### src/design/bapa_pkg.sv
// shared types, constants and helpers for the bitmap address pool allocator
// no dependencies; imported by bapa_engine and the top level
`default_nettype none
package bapa_pkg;

	localparam int POOL_ENTRIES = 256;
	localparam int MAP_ROWS     = (POOL_ENTRIES + 7) / 8;
	localparam int ROW_W        = (MAP_ROWS > 1) ? $clog2(MAP_ROWS) : 1;
	localparam int IDX_W        = ROW_W + 3;
	localparam int SIZE_W       = $clog2(POOL_ENTRIES + 1);

	localparam int ADDR_W       = 32;
	localparam int POOL_SIZE_W  = 9;
	localparam int STATUS_W     = 2;
	localparam int PADDR_W      = 3;

	localparam logic [STATUS_W-1:0] STATUS_OK      = 2'd0;
	localparam logic [STATUS_W-1:0] STATUS_FULL    = 2'd1;
	localparam logic [STATUS_W-1:0] STATUS_OUTSIDE = 2'd2;

	localparam logic OP_ALLOC   = 1'b0;
	localparam logic OP_RELEASE = 1'b1;

	// register select is the word address bit
	localparam logic REG_BASE_ADDRESS = 1'b0;
	localparam logic REG_POOL_SIZE    = 1'b1;

	typedef struct packed {
		logic [ADDR_W-1:0] base;
		logic [SIZE_W-1:0] size;
	} cfg_t;

	// lowest set bit of a map byte
	function automatic logic [2:0] lowest_set(input logic [7:0] v);
		logic [2:0] sel;
		sel = 3'd0;
		for (int i = 7; i >= 0; i--) begin
			if (v[i]) sel = 3'(i);
		end
		return sel;
	endfunction

endpackage
`default_nettype wire

### src/design/bapa_ram.sv
// generic single-write, single-read ram with registered read data
// no dependencies
`default_nettype none
module bapa_ram #(
	parameter int WIDTH = 8,
	parameter int DEPTH = 32
) (
	input  wire                                          clk,
	input  wire                                          we,
	input  wire  [((DEPTH > 1) ? $clog2(DEPTH) : 1)-1:0] waddr,
	input  wire  [WIDTH-1:0]                             wdata,
	input  wire  [((DEPTH > 1) ? $clog2(DEPTH) : 1)-1:0] raddr,
	output logic [WIDTH-1:0]                             rdata
);
	logic [WIDTH-1:0] mem_q [DEPTH];

	always_ff @(posedge clk) begin
		if (we) mem_q[waddr] <= wdata;
		rdata <= mem_q[raddr];
	end
endmodule
`default_nettype wire

### src/design/bapa_engine.sv
// sequencer, shared address adder, used-bit map and result register
// depends on bapa_pkg and bapa_ram
`default_nettype none
module bapa_engine (
	input  wire                                clk,
	input  wire                                arst_n,
	input  wire  bapa_pkg::cfg_t               cfg,
	input  wire                                in_valid,
	output logic                               in_ready,
	input  wire                                in_op,
	input  wire  [bapa_pkg::ADDR_W-1:0]        in_addr,
	output logic                               out_valid,
	input  wire                                out_ready,
	output logic [bapa_pkg::ADDR_W-1:0]        out_addr,
	output logic [bapa_pkg::STATUS_W-1:0]      out_status
);
	import bapa_pkg::*;

	typedef enum logic [2:0] {
		S_IDLE,
		S_SCAN,
		S_GRANT,
		S_OFFSET,
		S_FETCH,
		S_CLEAR
	} state_t;

	state_t              state_q;
	logic [ROW_W-1:0]    row_q;
	logic [IDX_W-1:0]    idx_q;
	logic [ADDR_W-1:0]   addr_q;
	logic [ADDR_W-1:0]   offset_q;
	logic [MAP_ROWS-1:0] row_valid_q;

	logic [ROW_W-1:0]    rd_row;
	logic [ROW_W-1:0]    wr_row;
	logic                wr_en;
	logic [7:0]          wr_data;
	logic [7:0]          ram_rdata;
	logic [7:0]          row_data;
	logic [ROW_W-1:0]    cur_row;
	logic [7:0]          limit;
	logic [7:0]          free_bits;
	logic [2:0]          free_sel;
	logic                last_row;
	logic [ROW_W-1:0]    off_row;
	logic [2:0]          off_bit;
	logic [ADDR_W-1:0]   add_a;
	logic [ADDR_W-1:0]   add_b;
	logic                add_cin;
	logic [ADDR_W-1:0]   add_res;

	assign off_row = offset_q[IDX_W-1:3];
	assign off_bit = offset_q[2:0];

	// one adder serves both base + index and address - base
	always_comb begin
		if (state_q == S_GRANT) begin
			add_a   = cfg.base;
			add_b   = ADDR_W'(idx_q);
			add_cin = 1'b0;
		end else begin
			add_a   = addr_q;
			add_b   = ~cfg.base;
			add_cin = 1'b1;
		end
		add_res = add_a + add_b + ADDR_W'(add_cin);
	end

	// a row never written since reset reads as all free
	assign cur_row  = (state_q == S_CLEAR) ? off_row : row_q;
	assign row_data = row_valid_q[cur_row] ? ram_rdata : 8'h00;

	always_comb begin
		for (int b = 0; b < 8; b++) begin
			limit[b] = (ADDR_W'({row_q, 3'(b)}) < ADDR_W'(cfg.size));
		end
		free_bits = ~row_data & limit;
		free_sel  = lowest_set(free_bits);
		last_row  = (ADDR_W'({row_q, 3'b000}) + ADDR_W'(8)) >= ADDR_W'(cfg.size);
	end

	always_comb begin
		wr_en   = 1'b0;
		wr_row  = row_q;
		wr_data = row_data | (8'h01 << free_sel);
		unique case (state_q)
			S_SCAN: wr_en = |free_bits;
			S_CLEAR: begin
				wr_en   = 1'b1;
				wr_row  = off_row;
				wr_data = row_data & ~(8'h01 << off_bit);
			end
			default: wr_en = 1'b0;
		endcase
	end

	always_comb begin
		unique case (state_q)
			S_SCAN:  rd_row = row_q + ROW_W'(1);
			S_FETCH: rd_row = off_row;
			default: rd_row = '0;
		endcase
	end

	bapa_ram #(
		.WIDTH(8),
		.DEPTH(MAP_ROWS)
	) u_map (
		.clk  (clk),
		.we   (wr_en),
		.waddr(wr_row),
		.wdata(wr_data),
		.raddr(rd_row),
		.rdata(ram_rdata)
	);

	assign in_ready = (state_q == S_IDLE) && !out_valid;

	always_ff @(posedge clk or negedge arst_n) begin
		if (!arst_n) begin
			state_q     <= S_IDLE;
			row_valid_q <= '0;
			out_valid   <= 1'b0;
			row_q       <= '0;
			idx_q       <= '0;
			addr_q      <= '0;
			offset_q    <= '0;
			out_addr    <= '0;
			out_status  <= STATUS_OK;
		end else begin
			if (out_valid && out_ready) out_valid <= 1'b0;
			if (wr_en) row_valid_q[wr_row] <= 1'b1;
			unique case (state_q)
				S_IDLE: begin
					if (in_valid && in_ready) begin
						addr_q <= in_addr;
						row_q  <= '0;
						state_q <= (in_op == OP_RELEASE) ? S_OFFSET : S_SCAN;
					end
				end
				S_SCAN: begin
					if (|free_bits) begin
						idx_q   <= {row_q, free_sel};
						state_q <= S_GRANT;
					end else if (last_row) begin
						out_valid  <= 1'b1;
						out_addr   <= '0;
						out_status <= STATUS_FULL;
						state_q    <= S_IDLE;
					end else begin
						row_q <= row_q + ROW_W'(1);
					end
				end
				S_GRANT: begin
					out_valid  <= 1'b1;
					out_addr   <= add_res;
					out_status <= STATUS_OK;
					state_q    <= S_IDLE;
				end
				S_OFFSET: begin
					offset_q <= add_res;
					if (add_res < ADDR_W'(cfg.size)) begin
						state_q <= S_FETCH;
					end else begin
						out_valid  <= 1'b1;
						out_addr   <= '0;
						out_status <= STATUS_OUTSIDE;
						state_q    <= S_IDLE;
					end
				end
				S_FETCH: state_q <= S_CLEAR;
				S_CLEAR: begin
					out_valid  <= 1'b1;
					out_addr   <= '0;
					out_status <= STATUS_OK;
					state_q    <= S_IDLE;
				end
				default: state_q <= S_IDLE;
			endcase
		end
	end
endmodule
`default_nettype wire

### src/design/bitmap_address_pool_allocator_unit.sv
// top level: apb register file, pool size clamp and stream ports
// depends on bapa_pkg and bapa_engine
`default_nettype none
// Allocates and releases addresses from a pool of consecutive addresses
// starting at base_address, tracked by one used bit per entry in a RAM of
// 8-bit rows. An allocate (tuser 0) scans the map one row per cycle, reading
// one RAM row each cycle, and grants the lowest free entry below
// min(pool_size, 256); the single RAM read port limits the scan to one row
// at a time. A full pool returns status 1 with address 0. A release (tuser 1)
// subtracts the base with the same adder that forms granted addresses, then
// does a read-modify-write of one row; an address outside the pool returns
// status 2. One result word per input word, held in an output register; the
// next word is taken once the result has been accepted. The map reads as all
// free after reset through per-row flags, so there is no clearing pass.
// Configure only while idle.
module bitmap_address_pool_allocator_unit (
	input  wire                                clk,
	input  wire                                arst_n,
	// apb configuration port
	input  wire                                psel,
	input  wire                                penable,
	input  wire                                pwrite,
	input  wire  [bapa_pkg::PADDR_W-1:0]       paddr,
	input  wire  [31:0]                        pwdata,
	output logic [31:0]                        prdata,
	output logic                               pready,
	// input words
	input  wire                                s_tvalid,
	output logic                               s_tready,
	input  wire  [31:0]                        s_tdata,  // [31:0] release_address
	input  wire  [0:0]                         s_tuser,  // [0] operation
	// result words
	output logic                               m_tvalid,
	input  wire                                m_tready,
	output logic [31:0]                        m_tdata,  // [31:0] granted_address
	output logic [1:0]                         m_tuser   // [1:0] status
);
	import bapa_pkg::*;

	logic [ADDR_W-1:0]      base_q;
	logic [POOL_SIZE_W-1:0] pool_size_q;
	cfg_t                   cfg;
	logic                   wr_hit;

	assign pready = 1'b1;
	assign wr_hit = psel && penable && pwrite && pready;

	always_ff @(posedge clk or negedge arst_n) begin
		if (!arst_n) begin
			base_q      <= '0;
			pool_size_q <= '0;
		end else if (wr_hit) begin
			unique case (paddr[2])
				REG_BASE_ADDRESS: base_q      <= pwdata;
				REG_POOL_SIZE:    pool_size_q <= pwdata[POOL_SIZE_W-1:0];
				default:          base_q      <= base_q;
			endcase
		end
	end

	always_comb begin
		unique case (paddr[2])
			REG_BASE_ADDRESS: prdata = base_q;
			REG_POOL_SIZE:    prdata = 32'(pool_size_q);
			default:          prdata = '0;
		endcase
	end

	// sizes above the map depth clamp to the map depth
	always_comb begin
		cfg.base = base_q;
		if (32'(pool_size_q) > 32'(POOL_ENTRIES)) cfg.size = SIZE_W'(POOL_ENTRIES);
		else cfg.size = SIZE_W'(pool_size_q);
	end

	bapa_engine u_engine (
		.clk       (clk),
		.arst_n    (arst_n),
		.cfg       (cfg),
		.in_valid  (s_tvalid),
		.in_ready  (s_tready),
		.in_op     (s_tuser[0]),
		.in_addr   (s_tdata),
		.out_valid (m_tvalid),
		.out_ready (m_tready),
		.out_addr  (m_tdata),
		.out_status(m_tuser)
	);
endmodule
`default_nettype wire
### config.mk
export PLATFORM = sky130hd
export DESIGN_NAME = bitmap_address_pool_allocator_unit
export DESIGN_NICKNAME = d
export VERILOG_FILES = /design/src/design/bapa_pkg.sv /design/src/design/bapa_ram.sv /design/src/design/bapa_engine.sv /design/src/design/bitmap_address_pool_allocator_unit.sv
export SDC_FILE = /design/constraint.sdc
export NUM_CORES = 1
export LEC_CHECK = 0
export BUFFER_PORTS_ARGS = -buffer_cell sky130_fd_sc_hd__clkbuf_2
export CAP_MARGIN = 20
export CORE_UTILIZATION = 41
export CTS_CLUSTER_DIAMETER = 200
export DETAILED_ROUTE_END_ITERATION = 8
export SYNTH_ARGS = -nofsm -noshare
export SYNTH_HDL_FRONTEND = slang
export SYNTH_SLANG_ARGS = --single-unit
export TNS_END_PERCENT = 20
### constraint.sdc
create_clock -name clk -period 5.8 [get_ports clk]
set_input_delay 0.58 -clock clk [delete_from_list [all_inputs] [get_ports clk]]
set_output_delay 0.58 -clock clk [all_outputs]
set_load 0.02 [all_outputs]
==> flow_summary.yaml, run 1 <==
critical_path:
  critPathCaptureType: "flip-flop"
  startpoint_type: "flip-flop"
  cp.required_ns: 6.27
  worst-setup-path-type: "reg -> reg"
  worstPathArrival_ns: 5.69
  critPathMaxFanout: 23
yosys:
  synth.most_common_cell: "nand2_1"
  synth_flop_cell: "edfxtp_1"
  ys_types: 100
  synth_area_leaders: "edfxtp_1 36%, dfrtp_1 19%, mux4_2 7.0%, mux2_2 5.4%, nand2_1 4.6%"
  synth_edf_count: 256
  synth_common_cells: "260 x nand2_1, 256 x edfxtp_1, 164 x dfrtp_1, 103 x nor2_1, 102 x mux2_2"
  yosys.area.top_type_share_pct: 36.05
  syn_area_per_cell_um2: 12.45
  syn-cell-area_mm2: 0.02132
  yosys_register_bits: 428
  synthArstFlopShare_pct: 38.32
  ys_warn_count: 0
  yosysTopAreaCell: "edfxtp_1"
  synth_cells: 1713
  syn_nets: 1843
  synth-seq-area-share_pct: 56.05
clocking:
  cts_setup_buffers: 0
  cts_buffer_depth: 3
  cts_htree_levels: 2
  clock_latency_ns: 0.61
  cts.clk_slew.worst_paths_ns: 0.06
  cts_tree: "built"
  cts_made_buffers: 46
  post_cts_resized: 0
  cts-root-buf: "clkbuf_16"
  clkSinkCount: 428
routing:
  route.detailed.drc: 0
  routed_via_density: 5.638
  drt_iter0_drc: 1067
  wl_um: 55320
  first_pass_iters: 5
  postRouteAntennaNets: 0
  via_count: 14460
  wire_per_inst_um: 21.57
sta:
  fmaxAchievable_mhz: 191.5
  fin_skew_ns: 0.04406
  worst_pin_slew_ns: 0.9508
  rsz0062_at_grt: "no"
  setup_violations: 0
  post-route-min-period_ns: 5.221
  tns_ns: 0
  post-route-period-util_pct: 90.01
  max_slew_margin_pct: 36.38
  drv_slew: 0
  hold_violations: 0
outcome:
  status: "finished, final reports clean"
run:
  cap_viol_max_count: 0
power:
  power_switching_mw: 6.325
  p_comb_share_pct: 48.2
  seqPwrFrac_pct: 30.9
  p_leak_nw: 9.411
  p_per_area_mw_per_mm2: 615.5
  clockPowerShare_pct: 20.9
  max-vdd-ir-drop_mv: 0.3968
  p_int_mw: 8.765
  swShare_pct: 41.91
final_layout:
  syn_to_final_growth_pct: 14.96
  fin_nets: 1977
  final_cells: 2565
  final_cell_area_mm2: 0.02451
  drive_gt1_share_pct: 24.95
  fill_cells: 4613
placement:
  post-place-cells: 2476
  gp_congestion: 0.8972
  dp_hpwl_um: 38220
  dpl_cell_area_mm2: 0.02283
  port_buffers: 140
global_route:
  grt_start_max_net_pins: 76
  grt_pass1_wl_um: 85940
  grt_overflow: 0
  antenna_found_initial: 2
  grt_pass1_vias: 14480
  grt_use_total_pct: 21.12
die:
  dieArea_mm2: 0.05293
  initial_core_util_pct: 41.57
  die_w_um: 230.1
  coreArea_mm2: 0.05130
  num_io_pins: 144
  die_y_um: 230.1
  core.rowCount: 83
hold_path:
  min_path_type: "in -> reg"
==> what timing repair did <==
item,CTS,global route
hold buffers,1,0
endpoints found under the hold margin,50,0
setup endpoints to repair,0,2
==> critical path, cell delays in order, from the launching register on <==
cell and delay (ns):
dfrtp_1 0.38, nor2_1 0.29, nand2_1 0.19, buf_4 0.24, buf_4 0.23, nor2_1 0.12, a21oi_1 0.06, ha_1 0.45
a21oi_1 0.33, o211ai_1 0.20, a31oi_1 0.52, o31a_1 0.31, o31a_1 0.17, nor3_1 0.10, or4_1 0.60, nor4_4 0.45
a21boi_1 0.15, a211o_1 0.28
==> power groups by stage <==
stage | sequential, mW | combinational [mW] | clock [mW]
3_3_place_gp | 4.69 | 7.14 | 0
3_5_place_dp | 4.70 | 7.24 | 0
6_report | 4.66 | 7.28 | 3.15
5_1_grt | 4.71 | 8.00 | 3.34
2_1_floorplan | 4.64 | 4.97 | 0
4_1_cts | 4.65 | 7.27 | 3.22
==> routing by layer <==
metal	share of wire, %	track usage [%]
met1	45	29.31
met2	47	34.01
met3	5.8	3.757
met4	2.4	5.795
met5	0	0
==> logic make-up (layout without fill, tap and decap cells) <==
kind of cell               Yosys count  after routing  share of synthesized area (%)
and+or+nand+nor                    558            558                          12.32
DFF                                428            428                          56.05
AOI/OAI and AO/OA                  337            337                          11.52
muxes                              186            186                          13.31
buffers and inverters              128            299                          2.670
adders and majority gates           55             55                          3.298
xor gates and xnor gates            20             20                         0.8215
other                                1              2                        0.01759
==> worst paths after layout <==
check	to	start	slack (ns)	cells past startpoint
max	u_engine.out_valid	u_engine.state_q[2]	0.58	17
min	pool_size_q[3]	pwdata[3]	0.22	2
max reg2reg	u_engine.out_valid	u_engine.state_q[2]	0.58	17
min reg2reg	u_engine.row_valid_q[30]	u_engine.row_valid_q[30]	0.47	2
max in group asynchronous	u_engine.out_addr[10]	arst_n	4.05	3
min in group asynchronous	u_engine.out_addr[24]	arst_n	0.54	2
==> state kept, by name, indices dropped and copies added (netlist names) <==
register,flops
base_q,32
pool_size_q,9
u_engine.addr_q,32
u_engine.idx_q,8
u_engine.offset_q,8
u_engine.out_addr,32
u_engine.out_status,2
u_engine.out_valid,1
u_engine.row_q,5
u_engine.row_valid_q,32
u_engine.state_q,3
u_engine.u_map.mem_q,256
u_engine.u_map.rdata,8
==> cells in the final DEF (no fill, tap or decap), types with 22 or more instances in the layout <==
master and instances:
ha_1 53, edfxtp_1 256, o21bai_1 32, mux2_2 102
nand3_1 40, o21ai_0 56, clkbuf_16 48, clkbuf_2 139
nor2b_1 30, inv_1 29, a22o_1 28, buf_4 40
dfrtp_1 164, nor2_1 99, nand2_1 260, o211ai_1 22
mux4_2 66, a21oi_1 62
==> layout make-up <==
| class | instances | area (um2) | share of cell area, % |
|---|---|---|---|
| flip-flops and latches | 428 | 11950 | 48.75 |
| multi-input cells | 1157 | 8880 | 36.22 |
| clock buffers | 64 | 1311 | 5.349 |
| repair buffers | 184 | 1072 | 4.374 |
| well taps | 680 | 850.8 | 3.471 |
| clock inverters | 21 | 334.1 | 1.363 |
| inverters | 30 | 112.6 | 0.4593 |
| diodes | 1 | 2.502 | 0.01021 |
==> metrics by stage <==
stage	utilization (%)	hold slack (ns)	total power [mW]	setup slack (ns)
detailed placement	44.51	0.4496	11.94	0.4644
finish	47.79	0.2180	15.09	0.5793
CTS	47.74	0.1898	15.14	0.4568
floorplan	-	0.2844	9.610	0.6637
global route	47.78	0.2017	16.05	0.06346
global placement	44.51	0.4447	11.83	0.5572
Power figures use the tool's default switching activity.
==> run 2: changes to the inputs <==
ABC_AREA = 1   (was not set)
==> run 2 against run 1 <==
Effect of this change: count of clock-buffer cells in the layout unchanged; total power decreased by 9.1%; first-iteration DRC count increased by 7.8%; critical path depth increased by 9; worst hold slack improved by 0.0097 ns; critical endpoint is now u_engine.out_addr[31].
==> flow_summary.yaml, run 2 <==
outcome:
  status: "finished, final reports clean"
global_route:
  grt_overflow: 0
  grt_use_total_pct: 22.89
  grt_pass1_wl_um: 90140
  antenna_found_initial: 0
  grt_start_max_net_pins: 72
  grt_pass1_vias: 15820
critical_path:
  r2r_cells: 26
  reg2reg_setup_slack_ns: 0.69
  r2r_start: "u_engine.state_q[2]"
  r2r_end: "u_engine.out_addr[31]"
  worst-setup-path-type: "reg -> reg"
  startpoint_type: "flip-flop"
  cp.required_ns: 6.32
  critPathCaptureType: "flip-flop"
  crit_start: "u_engine.state_q[2]"
  worstPathArrival_ns: 5.63
  critPathMaxFanout: 34
die:
  die_w_um: 227.5
  num_io_pins: 144
  dieArea_mm2: 0.05176
  coreArea_mm2: 0.05017
  initial_core_util_pct: 41.56
  die_y_um: 227.5
  core.rowCount: 82
sta:
  fin_skew_ns: 0.03784
  setup_violations: 0
  hold_violations: 0
  drv_slew: 0
  tns_ns: 0
  post-route-min-period_ns: 5.111
  worst_pin_slew_ns: 1.052
  post-route-period-util_pct: 88.11
  hold_ws_ns: 0.2277
  max_slew_margin_pct: 29.60
  rsz0062_at_grt: "no"
  fmaxAchievable_mhz: 195.7
yosys:
  synth_area_leaders: "edfxtp_1 37%, dfrtp_1 20%, nand2_1 8.4%, o21ai_0 6.5%, nor2_1 5.3%"
  yosys_register_bits: 428
  synthArstFlopShare_pct: 38.32
  yosysTopAreaCell: "edfxtp_1"
  synth_flop_cell: "edfxtp_1"
  synth_common_cells: "465 x nand2_1, 297 x nor2_1, 272 x o21ai_0, 256 x edfxtp_1, 193 x inv_1"
  synth_edf_count: 256
  ys_warn_count: 0
  synth-seq-area-share_pct: 57.32
  syn_nets: 2337
  ys_types: 49
  synth.most_common_cell: "nand2_1"
  synth_cells: 2207
  syn-cell-area_mm2: 0.02085
  yosys.area.top_type_share_pct: 36.87
  syn_area_per_cell_um2: 9.447
clocking:
  cts_setup_buffers: 0
  cts_tree: "built"
  clock_latency_ns: 0.61
  clkSinkCount: 428
  cts_made_buffers: 46
  cts-root-buf: "clkbuf_16"
  cts_buffer_depth: 3
  post_cts_resized: 0
  cts_htree_levels: 2
  cts.clk_slew.worst_paths_ns: 0.06
placement:
  dp_hpwl_um: 39720
  port_buffers: 140
  gp_congestion: 0.9717
routing:
  wl_um: 58420
  routed_via_density: 5.332
  via_count: 16200
  postRouteAntennaNets: 0
  route.detailed.drc: 0
  first_pass_iters: 8
  drt_iter0_drc: 1150
  wire_per_inst_um: 19.22
final_layout:
  largest_reg_flops: 256
  layout_commonest_cell: "nand2_1"
  layout_common_cells: "463 x nand2_1, 296 x nor2_1, 267 x o21ai_0"
  diodes: 0
  fill_cells: 4763
  syn_to_final_growth_pct: 14.24
  fin_nets: 2463
  regMostFlops: "u_engine.u_map.mem_q"
  multi_input_area_mm2: 0.007782
  drive_gt1_share_pct: 13.65
  seq_area_mm2: 0.01195
power:
  p_leak_nw: 10.13
  p_per_area_mw_per_mm2: 575.8
  max-vdd-ir-drop_mv: 0.2986
hold_path:
  hp-start: "s_tdata[23]"
  whs_endpoint: "u_engine.addr_q[23]"
  worstHoldPathCells: 2
  min_path_type: "in -> reg"
run:
  cap_viol_max_count: 0
[run 2: changes by cell type after synthesis, sizes merged, moves of 28 or more]
cell	change
o21ai	+230
nand2	+211
nor2	+197
inv	+166
mux2	-72
mux4	-66
o221ai	+51
nand3	+36
nor2b	-30
a22o	-28
[run 2: critical path, stage by stage (launching register included)]
cell,delay (ns)
dfrtp_1,0.49
nor2_1,0.22
inv_1,0.09
nor2_2,0.16
buf_4,0.25
nand2_1,0.07
o21ai_0,0.15
fa_1,0.31
inv_1,0.08
fa_1,0.43
o21ai_0,0.19
buf_4,0.16
nand2_1,0.05
nand2_1,0.09
xor2_1,0.34
ha_1,0.30
nand2_1,0.09
nor2_1,0.05
a211oi_1,0.17
nand2_1,0.09
nand2_1,0.10
nand3_1,0.07
nor2_1,0.15
nand3_1,0.17
nand3_2,0.51
nand2_1,0.14
nand2_1,0.09
[run 2: timing repair]
action | CTS | global route
endpoints found under the setup margin | 0 | 0
hold buffers | 1 | 0
endpoints found under the hold margin | 31 | 0
[run 2: report_power, final]
| group | internal [mW] | leakage (nW) | switching (mW) | total, mW |
|---|---|---|---|---|
| clock network | 1.68 | 0.742 | 1.26 | 2.93 |
| registers | 4.24 | 4.42 | 0.241 | 4.48 |
| logic | 1.85 | 4.97 | 4.44 | 6.30 |
| total | 7.77 | 10.1 | 5.94 | 13.7 |
[run 2: cell type report]
cell class                 count  area share, %
clock buffer                  64          5.495
clock inverter                18         0.8930
inverter                     197          3.105
multi-input combinational   1487          32.67
sequential                   428          50.18
tap                          672          3.530
timing repair buffer         173          4.124
[run 2: routing by layer]
| layer | routed length (um) | GRT usage [%] | vias up |
|---|---|---|---|
| met3 | 2793 | 2.994 | 103 |
| li1 | - | - | 7794 |
| met5 | 0 | 0 | - |
| met2 | 28140 | 38.71 | 459 |
| met4 | 1608 | 7.816 | 0 |
| met1 | 25880 | 30.20 | 7848 |
[run 2: worst max-delay path by stage]
stage	end	slack, ns	cells after the start
6_report	u_engine.out_addr[31]	0.69	26
3_3_place_gp	u_engine.out_addr[5]	0.88	26
2_1_floorplan	u_engine.out_status[1]	1.20	28
3_5_place_dp	u_engine.out_addr[31]	0.67	26
4_1_cts	u_engine.out_addr[31]	0.65	26
5_1_grt	u_engine.out_addr[12]	0.09	26
[run 2: cell families after synthesis]
logic type | synth area share [%]
buffers and inverters | 5.587
flip-flops | 57.32
XOR/XNOR | 0.7141
other | 0.01799
AO/OA/AOI/OAI | 13.13
adder cells (fa/ha/maj) | 3.373
multiplexers | 1.728
AND/OR/NAND/NOR | 18.12
[run 2: through the flow]
stage               utilization [%]  instance area, um2  setup WS [ns]  instances  power [mW]
floorplan                         -               20850          1.202       2207       8.683
global placement              44.38               22270         0.8812       2955       10.71
detailed placement            44.38               22270         0.6719       2955       10.80
CTS                           47.43               23800         0.6509       3038       13.77
global route                  47.47               23820        0.09328       3039       14.66
finish                        47.47               23820         0.6894       3039       13.71
